--- src/hdl/wmf_pkg.sv ---
// ----------------------------------------------------------------------------
// wmf_pkg
// Shared types and constants of the weighted 3x3 median filter.
// ----------------------------------------------------------------------------
package wmf_pkg;

	localparam int WIN_DIM     = 3;
	localparam int WIN_TAPS    = WIN_DIM * WIN_DIM;
	localparam int CENTRE_TAP  = WIN_TAPS / 2;
	localparam int PIX_W       = 8;
	localparam int WEIGHT_W    = 4;
	localparam int WEIGHTS_W   = WIN_TAPS * WEIGHT_W;
	localparam int SUM_W       = 8;
	localparam int LW_W        = 11;
	localparam int FH_W        = 12;
	localparam int CFG_IDX_W   = 2;
	localparam int CFG_DATA_W  = 36;
	localparam int MIN_DIM     = 3;
	localparam int LS_W        = 2 * PIX_W;

	localparam logic [LW_W-1:0]      LINE_WIDTH_RST   = 11'd640;
	localparam logic [FH_W-1:0]      FRAME_HEIGHT_RST = 12'd480;
	localparam logic [WEIGHTS_W-1:0] WEIGHTS_RST      = 36'h111111111;

	typedef logic [PIX_W-1:0] pix_t;

	typedef enum logic [CFG_IDX_W-1:0] {
		REG_LINE_WIDTH     = 2'd0,
		REG_FRAME_HEIGHT   = 2'd1,
		REG_WINDOW_WEIGHTS = 2'd2
	} cfg_reg_t;

	// One full window handed to the median unit, taps row-major from the
	// top-left, tap 0 in the low bits.
	typedef struct packed {
		pix_t [WIN_TAPS-1:0] pix;
		logic                last;
	} win_req_t;

endpackage

--- src/hdl/wmf_median_unit.sv ---
// ----------------------------------------------------------------------------
// wmf_median_unit
// Three-stage weighted median: rank compare, weight prefix sums, selection.
// ----------------------------------------------------------------------------
module wmf_median_unit
	import wmf_pkg::*;
(
	input  logic                 clk,
	input  logic                 arst_n,
	input  win_req_t             win,
	input  logic                 win_valid,
	output logic                 win_ready,
	input  logic [WEIGHTS_W-1:0] weights,
	output logic                 res_valid,
	input  logic                 res_stall,
	output pix_t                 median,
	output logic                 last_in_frame
);

	logic out_ready, s4_ready, s3_ready;

	// Stage 3: ordering matrix. bef[i][j] says tap j sorts ahead of tap i
	// (smaller value, or equal value and lower index).
	logic [WIN_TAPS-1:0][WIN_TAPS-1:0] bef;
	logic [SUM_W-1:0]                  tot;

	logic                              vld_s3;
	logic [WIN_TAPS-1:0][WIN_TAPS-1:0] bef_s3;
	pix_t [WIN_TAPS-1:0]               val_s3;
	logic [WIN_TAPS-1:0][WEIGHT_W-1:0] wt_s3;
	logic [SUM_W-1:0]                  tot_s3;
	logic                              last_s3;

	// Stage 4: weight of everything sorted ahead of each tap.
	logic [WIN_TAPS-1:0][SUM_W-1:0]    below;

	logic                              vld_s4;
	logic [WIN_TAPS-1:0][SUM_W-1:0]    below_s4;
	pix_t [WIN_TAPS-1:0]               val_s4;
	logic [WIN_TAPS-1:0][WEIGHT_W-1:0] wt_s4;
	logic [SUM_W-1:0]                  tgt_s4;
	logic                              zero_s4;
	logic                              last_s4;

	logic [WIN_TAPS-1:0] hit;
	pix_t                sel;

	logic res_valid_q;
	pix_t median_q;
	logic last_q;

	assign out_ready = !res_valid_q || !res_stall;
	assign s4_ready  = !vld_s4 || out_ready;
	assign s3_ready  = !vld_s3 || s4_ready;
	assign win_ready = s3_ready;

	always_comb begin
		tot = '0;
		for (int i = 0; i < WIN_TAPS; i++) begin
			tot = tot + SUM_W'(weights[WEIGHT_W*i +: WEIGHT_W]);
			for (int j = 0; j < WIN_TAPS; j++) begin
				bef[i][j] = (i != j) && ((win.pix[j] < win.pix[i]) ||
					((win.pix[j] == win.pix[i]) && (j < i)));
			end
		end
	end

	always_comb begin
		for (int i = 0; i < WIN_TAPS; i++) begin
			below[i] = '0;
			for (int j = 0; j < WIN_TAPS; j++) begin
				if (bef_s3[i][j]) begin
					below[i] = below[i] + SUM_W'(wt_s3[j]);
				end
			end
		end
	end

	// If any weight is set, exactly one tap of nonzero weight covers the target.
	always_comb begin
		sel = '0;
		for (int i = 0; i < WIN_TAPS; i++) begin
			hit[i] = (wt_s4[i] != '0) && (below_s4[i] <= tgt_s4) &&
				(tgt_s4 < below_s4[i] + SUM_W'(wt_s4[i]));
			if (hit[i]) begin
				sel = sel | val_s4[i];
			end
		end
		if (zero_s4) begin
			sel = val_s4[CENTRE_TAP];
		end
	end

	always_ff @(posedge clk or negedge arst_n) begin
		if (!arst_n) begin
			vld_s3      <= 1'b0;
			vld_s4      <= 1'b0;
			res_valid_q <= 1'b0;
		end else begin
			if (s3_ready) begin
				vld_s3 <= win_valid;
			end
			if (s4_ready) begin
				vld_s4 <= vld_s3;
			end
			if (out_ready) begin
				res_valid_q <= vld_s4;
			end
		end
	end

	always_ff @(posedge clk) begin
		if (s3_ready && win_valid) begin
			bef_s3  <= bef;
			val_s3  <= win.pix;
			wt_s3   <= weights;
			tot_s3  <= tot;
			last_s3 <= win.last;
		end
		if (s4_ready && vld_s3) begin
			below_s4 <= below;
			val_s4   <= val_s3;
			wt_s4    <= wt_s3;
			tgt_s4   <= tot_s3 >> 1;
			zero_s4  <= (tot_s3 == '0);
			last_s4  <= last_s3;
		end
		if (out_ready && vld_s4) begin
			median_q <= sel;
			last_q   <= last_s4;
		end
	end

	assign res_valid     = res_valid_q;
	assign median        = median_q;
	assign last_in_frame = last_q;

endmodule

--- config.mk ---
export PLATFORM = sky130hd
export DESIGN_NAME = wmf_median_unit
export DESIGN_NICKNAME = d
export VERILOG_FILES = /design/src/hdl/wmf_pkg.sv /design/src/hdl/wmf_median_unit.sv
export SDC_FILE = /design/constraint.sdc
export NUM_CORES = 1
export LEC_CHECK = 0
export BUFFER_PORTS_ARGS = -buffer_cell sky130_fd_sc_hd__buf_2
export CAP_MARGIN = 40
export CORE_UTILIZATION = 65
export CTS_CLUSTER_SIZE = 16
export DETAILED_ROUTE_END_ITERATION = 16
export PLACE_DENSITY = 0.83
export SLEW_MARGIN = 30
export SYNTH_ARGS = -nofsm -noshare
export SYNTH_HDL_FRONTEND = slang
export SYNTH_SLANG_ARGS = --single-unit
--- constraint.sdc ---
create_clock -name clk -period 9.7 [get_ports clk]
set_clock_uncertainty 0.1 [all_clocks]
set_input_delay 0.97 -clock clk [delete_from_list [all_inputs] [get_ports clk]]
set_output_delay 0.97 -clock clk [all_outputs]
set_load 0.02 [all_outputs]
==> results of run 1 <==
cell type report:
type	count	area (um^2)	area share
Multi-Input combinational cell	3079	26400	0.6172
Sequential cell	390	11700	0.2734
Timing Repair Buffer	181	1197	0.02799
Clock buffer	52	1131	0.02644
Inverter	284	1066	0.02492
Tap cell	773	967.2	0.02261
Clock inverter	28	314.1	0.007341
Antenna cell	1	2.502	0.00005850
synth_stat cells (6+ instances only):
library cell,count
a21oi_2,7
a221o_1,6
xnor2_1,143
a222oi_1,8
nand2b_1,96
a22oi_1,14
o2111ai_1,12
a21boi_0,9
nand3_1,133
and3_1,42
edfxtp_1,387
clkbuf_1,24
nor4_1,17
mux2_2,175
o21ai_1,14
buf_2,19
inv_1,284
o31a_1,8
xnor2_2,10
o21bai_1,19
a21o_1,126
o21ba_2,7
o22ai_1,9
ha_1,702
nor3b_1,9
fa_1,98
xor2_1,120
o21ai_0,280
nor3_1,21
a31oi_1,6
o211a_1,11
and2_1,33
nand2_1,139
nor2b_1,98
nand4_1,40
a211oi_1,25
o21a_1,80
a21oi_1,256
o211ai_1,49
nor2_1,110
a211o_1,20
a41o_1,8
mux2i_1,38
cells in the final DEF (no fill, tap or decap), drive strengths merged, types with 42 or more instances in the layout:
master and instances:
nand3 133, nor2 112, nand2 139, ha 702, buf 180, o211ai 53, xor2 125, xnor2 157
mux2 179, nor2b 98, and3 42, o21ai 298, fa 98, edfxtp 387, nand2b 96, o21a 80
a21o 126, inv 287, a21oi 266, clkbuf 53
final timing paths:
kind | startpoint | endpoint | slack (ps) | cells past startpoint
setup / recovery | wt_s3[5]$_DFFE_PP_ | below_s4[23]$_DFFE_PP_ | 1610 | 30
hold / removal | arst_n | vld_s4$_DFFE_PN0P_ | 60 | 1
setup reg to reg | wt_s3[5]$_DFFE_PP_ | below_s4[23]$_DFFE_PP_ | 1610 | 30
hold reg to reg | val_s3[60]$_DFFE_PP_ | val_s4[60]$_DFFE_PP_ | 310 | 0
max in group asynchronous | arst_n | vld_s3$_DFFE_PN0N_ | 9320 | 1
min in group clk | val_s3[60]$_DFFE_PP_ | val_s4[60]$_DFFE_PP_ | 310 | 0
per-layer routing:
| layer | part of all wire | up-vias | global-route usage | wire (um) |
|---|---|---|---|---|
| met3 | 0.11 | 435 | 0.07660 | 12200 |
| met5 | 0.00057 | - | 0 | 65 |
| met2 | 0.44 | 1642 | 0.5833 | 49740 |
| met1 | 0.39 | 14813 | 0.4705 | 44200 |
| met4 | 0.066 | 8 | 0.2180 | 7548 |
| li1 | - | 14537 | - | - |
power by group through the flow:
stage	Combinational [W]	Clock (W)	Sequential, W
after floorplan	0.00539	0	0.00257
after global placement	0.00664	0	0.00266
after detailed placement	0.00698	0	0.00266
after CTS	0.00707	0.00170	0.00263
after global routing	0.00799	0.00176	0.00267
final	0.00718	0.00170	0.00264
flip-flops by register name, indices dropped and copies added, names as in the netlist:
| signal | count |
|---|---|
| bef_s3 | 72 |
| below_s4 | 72 |
| val_s3 | 72 |
| val_s4 | 72 |
| wt_s3 | 36 |
| wt_s4 | 36 |
| median | 8 |
| tot_s3 | 8 |
| tgt_s4 | 7 |
| last_in_frame | 1 |
| last_s3 | 1 |
| last_s4 | 1 |
| res_valid | 1 |
| vld_s3 | 1 |
| vld_s4 | 1 |
| zero_s4 | 1 |
kinds of logic (layout without fill, tap and decap cells):
kind of cell	Yosys count	after routing	synth area share
AO/OA/AOI/OAI	1017	1017	0.1657
XOR/XNOR	284	284	0.06869
buffers and inverters	332	545	0.03250
multiplexers	217	217	0.06109
flip-flops	390	390	0.2973
adder cells (fa/ha/maj)	800	800	0.2731
AND/OR/NAND/NOR	761	761	0.1016
other	0	1	0
stage by stage:
| stage | hold slack [ps] | utilization | area (um^2) |
|---|---|---|---|
| 3_5_place_dp | 304.5 | 0.6933 | 41230 |
| 3_3_place_gp | 300.4 | 0.6893 | 40990 |
| 5_1_grt | 54.35 | 0.7194 | 42780 |
| 4_1_cts | 46.62 | 0.7176 | 42670 |
| 2_1_floorplan | 300.3 | - | 39350 |
| 6_report | 64.79 | 0.7194 | 42780 |
==> impl_metrics.yaml, run 1 <==
power_and_ir_drop:
  swShare: 0.4413
  p_leak_nw: 18.89
  internal_power_w: 0.006441
  irDropWorstVdd_uv: 174.1
  pwr_density_cell_nw_per_um2: 269.5
  total_power_w: 0.01153
  clkPwrFrac: 0.148
  pwr-share-seq: 0.229
  power_switching_w: 0.005086
  combPwrFrac: 0.623
worst_setup_path:
  critPathKind: "register to register"
  startpoint_type: "register"
  cp_slowest_cell: "edfxtp_1"
  cp_top_family: "adder cells"
  critPathCaptureType: "register"
  crit_top_cell: "ha_1"
  slowest_delay_ps: 680
  critPathBufInv: 2
  crit_fanout: 10
  cp_data_required_time_ps: 9940
  crit_arrival_ps: 8330
logic_synthesis:
  syn_inst: 3801
  yosysWarnings: 0
  async_reset_ff_frac: 0.007692
  synth-seq-cells: 390
  synth_area_leaders: "edfxtp_1 30%, ha_1 22%, mux2_2 5.0%"
  syn_area_per_cell_um2: 10.35
  synth_flop_cell: "edfxtp_1"
  synth_edf_count: 387
  seq_area_frac_synth: 0.2973
  syn-cell-area_um2: 39350
  ys_types: 84
  syn-num-nets: 4714
  synth_top_area_frac: 0.2954
  yosys.area.top_type: "edfxtp_1"
drt:
  drc_errors: 0
  viasPerCell: 6.565
  dr.first_iter.drc_count: 3043
  ant_nets: 0
  drt_wl_total_um: 113800
  wl_per_cell_um: 23.76
  vias: 31435
  first_pass_iters: 5
clock_network:
  cts_buffer_depth: 3
  cts_inserted_buffers: 44
  cts_tree: "done"
  clockRootBuffer: "clkbuf_16"
  cts_hold_buf: 0
  clk_latency_ps: 600
  cts.sinks: 390
  cts_setup_buffers: 0
  clkTransAtPathRegs_ps: 70
  cts_resized: 0
  h-tree-depth: 2
global_routing:
  grt_first_pass_wirelength_um: 171500
  antenna_found_initial: 6
  track_usage: 0.3701
  grt_pass1_vias: 30578
  grt_overflow: 0
  grt_max_degree: 164
layout:
  fill_cells: 4264
  nets: 4893
  layoutNonFillerInstCount: 4788
  areaGrowthSynthToFinish_pct: 8.723
  final_layout_size_suffix_gt1_frac: 0.1208
place:
  placed_cells: 4699
  portBuffers: 123
  place_ws_ps: 1785
  routabilityCongestion: 1.008
  hpwl_um: 84410
min_path:
  worstHoldPathType: "input pin to async pin"
timing:
  timing.final.ws_setup_ps: 1614
  rsz0062_at_grt: "false"
  fin_tns_setup_ps: 0
  clock.fmax_ghz: 0.1237
  min_period_over_period: 0.8336
  worst_pin_slew_ps: 966.3
  setup_viol: 0
  fin_crit_ps: 8086
  relSlewSlack: 0.3558
  hold_violations: 0
  final_max_slew_viol_count: 0
floorplan:
  fp-row-count: 89
  die_area_um2: 61520
  start_util: 0.6617
  pin_count: 124
  fp.dieW_um: 248.0
  core_area_um2: 59460
  die-height_um: 248.0
flow_run:
  maxCapViolCount: 0
run_status:
  status: "completed"
No activity file was read; power rests on OpenSTA's default activity.
==> inputs of run 2 (changes only) <==
CORE_UTILIZATION = 59   (was 65)
PLACE_DENSITY = 0.79   (was 0.83)
clock period = 6.7 ns   (was 9.7 ns; I/O delays follow)
==> run 2 against run 1 <==
  * The run now ends with negative setup slack left
  * Largest cell class unchanged
  * Critical path depth rose by 1
  * Utilization rose by 4.1 points
  * Non-clock buffer count rose by 500
  * Cell count rose by 13%
  * Critical path type unchanged
==> impl_metrics.yaml, run 2 (synthesized netlist as in run 1, its figures left out) <==
place:
  placed_cells: 5153
  place_area_um2: 44740
  routabilityCongestion: 0.9510
  hpwl_um: 89650
  portBuffers: 123
clock_network:
  clk_latency_ps: 630
  cts.sinks: 390
  cts_tree: "done"
  cts_inserted_buffers: 46
  cts_buffer_depth: 3
  clockRootBuffer: "clkbuf_16"
  clkTransAtPathRegs_ps: 60
  h-tree-depth: 2
timing:
  rsz0062_at_grt: "true"
  min_period_over_period: 1.108
  setup_viol: 51
  timing.final.ws_setup_ps: -725.1
  worst_pin_slew_ps: 1007
  fin_crit_ps: 7425
  relSlewSlack: 0.3219
  final_max_slew_viol_count: 0
  clock.fmax_ghz: 0.1347
  hold_violations: 0
global_routing:
  grt_first_pass_wirelength_um: 187100
  grt_max_degree: 179
  grt_overflow: 0
  grt_pass1_vias: 33460
  antenna_found_initial: 3
  track_usage: 0.3635
drt:
  first_pass_iters: 6
  wl_per_cell_um: 25.21
  ant_nets: 0
  dr.first_iter.drc_count: 3513
  vias: 35063
  viasPerCell: 6.509
  drc_errors: 0
  drt_wl_total_um: 135800
min_path:
  worstHoldPathType: "input pin to register"
worst_setup_path:
  critPathKind: "register to register"
  endpoint: "below_s4[39]$_DFFE_PP_"
  cp_slowest_cell: "edfxtp_1"
  r2r_cells: 31
  critPathCaptureType: "register"
  cp_data_required_time_ps: 6960
  critical_path.startpoint: "wt_s3[5]$_DFFE_PP_"
  slowest_delay_ps: 610
  r2r_setup_slack_ps: -730
  worstReg2RegStart: "wt_s3[5]$_DFFE_PP_"
  crit_top_cell: "o21ai_1"
  crit_arrival_ps: 7690
  r2r-end: "below_s4[39]$_DFFE_PP_"
  crit_fanout: 5
  startpoint_type: "register"
run_status:
  violations: "negative setup slack"
  status: "finished, violations left"
floorplan:
  core_area_um2: 65860
  fp-row-count: 94
  fp.dieW_um: 260.2
  die_area_um2: 67720
  start_util: 0.5974
  die-height_um: 260.2
  pin_count: 124
power_and_ir_drop:
  irDropWorstVdd_uv: 255.1
  total_power_w: 0.02260
  pwr_density_cell_nw_per_um2: 451.4
  p_leak_nw: 21.97
flow_run:
  maxCapViolCount: 0
layout:
  nets: 5395
  final_area_um2: 50070
  final_layout_size_suffix_gt1_frac: 0.3210
  final_cell_mix: "594 x ha_1, 487 x buf_4, 387 x edfxtp_1, 237 x inv_1, 210 x o21ai_0"
  layoutNonFillerInstCount: 5387
  final_common_cell: "ha_1"
  areaGrowthSynthToFinish_pct: 27.25
==> run 2: cell count changes in the layout (fill, tap and decap cells not counted), moves of 53 or more <==
cell     change
mux2_2      -56
mux2_4      +56
a21oi_1     -76
o21ai_0     -69
fa_1        -53
buf_4      +456
ha_1       -108
fa_2        +53
a21oi_2     +65
ha_4       +106
==> run 2: layout make-up <==
cell class	instances	area [um^2]
sequential	390	11700
clock buffer	51	1170
tap	864	1081
fill	3921	15800
timing repair buffer	681	5125
antenna	3	7.507
clock inverter	35	349.1
inverter	284	1072
multi-input combinational	3079	29570
==> run 2: worst min path at each step <==
stage,startpoint,to,cells after the start
after floorplan,arst_n,res_valid$_DFFE_PN0P_,0
after global placement,val_s3[50]$_DFFE_PP_,val_s4[50]$_DFFE_PP_,0
after detailed placement,val_s3[20]$_DFFE_PP_,val_s4[20]$_DFFE_PP_,0
after CTS,win[0],last_s3$_DFFE_PP_,1
after global routing,win[0],last_s3$_DFFE_PP_,1
final,win[0],last_s3$_DFFE_PP_,1
==> run 2: timing repair <==
item	4_1_cts	5_1_grt
pin swaps	122	226
setup endpoints to repair	60	59
resized for setup	256	323
hold buffers	1	0
gates cloned	0	0
endpoints found under the hold margin	3	0
setup buffers	77	79
==> run 2: report_power, final <==
group,switching (W),total [W],internal (W)
sequential,0.000469,0.00383,0.00336
clock,0.00115,0.00259,0.00144
combinational,0.00797,0.0162,0.00820
==> run 2: critical path, delay by kind of cell, from the launching register on <==
family | cells | cell delay [ps]
AO/OA/AOI/OAI | 10 | 1810
XOR/XNOR | 3 | 490
adder cells (fa/ha/maj) | 7 | 2160
buffers and inverters | 5 | 850
flip-flops | 1 | 610
multiplexers | 3 | 680
AND/OR/NAND/NOR | 3 | 440
==> run 2: stage by stage <==
stage | TNS [ps] | setup WS, ps | util | hold slack [ps]
2_1_floorplan | -56.92 | -19.41 | - | 274.4
3_3_place_gp | -16140 | -559.8 | 0.6772 | 300.6
3_5_place_dp | -24970 | -730.1 | 0.6792 | 304.5
4_1_cts | -4972 | -344.8 | 0.7277 | 99.49
5_1_grt | -24850 | -855.3 | 0.7600 | 112.9
6_report | -18060 | -725.1 | 0.7602 | 120.0
==> run 2: routing by layer <==
layer | part of all wire | vias up | track usage
li1 | - | 15577 | -
met1 | 0.36 | 16675 | 0.4589
met2 | 0.44 | 2062 | 0.5865
met3 | 0.11 | 745 | 0.05877
met4 | 0.088 | 4 | 0.2173
met5 | 0.00024 | - | 0
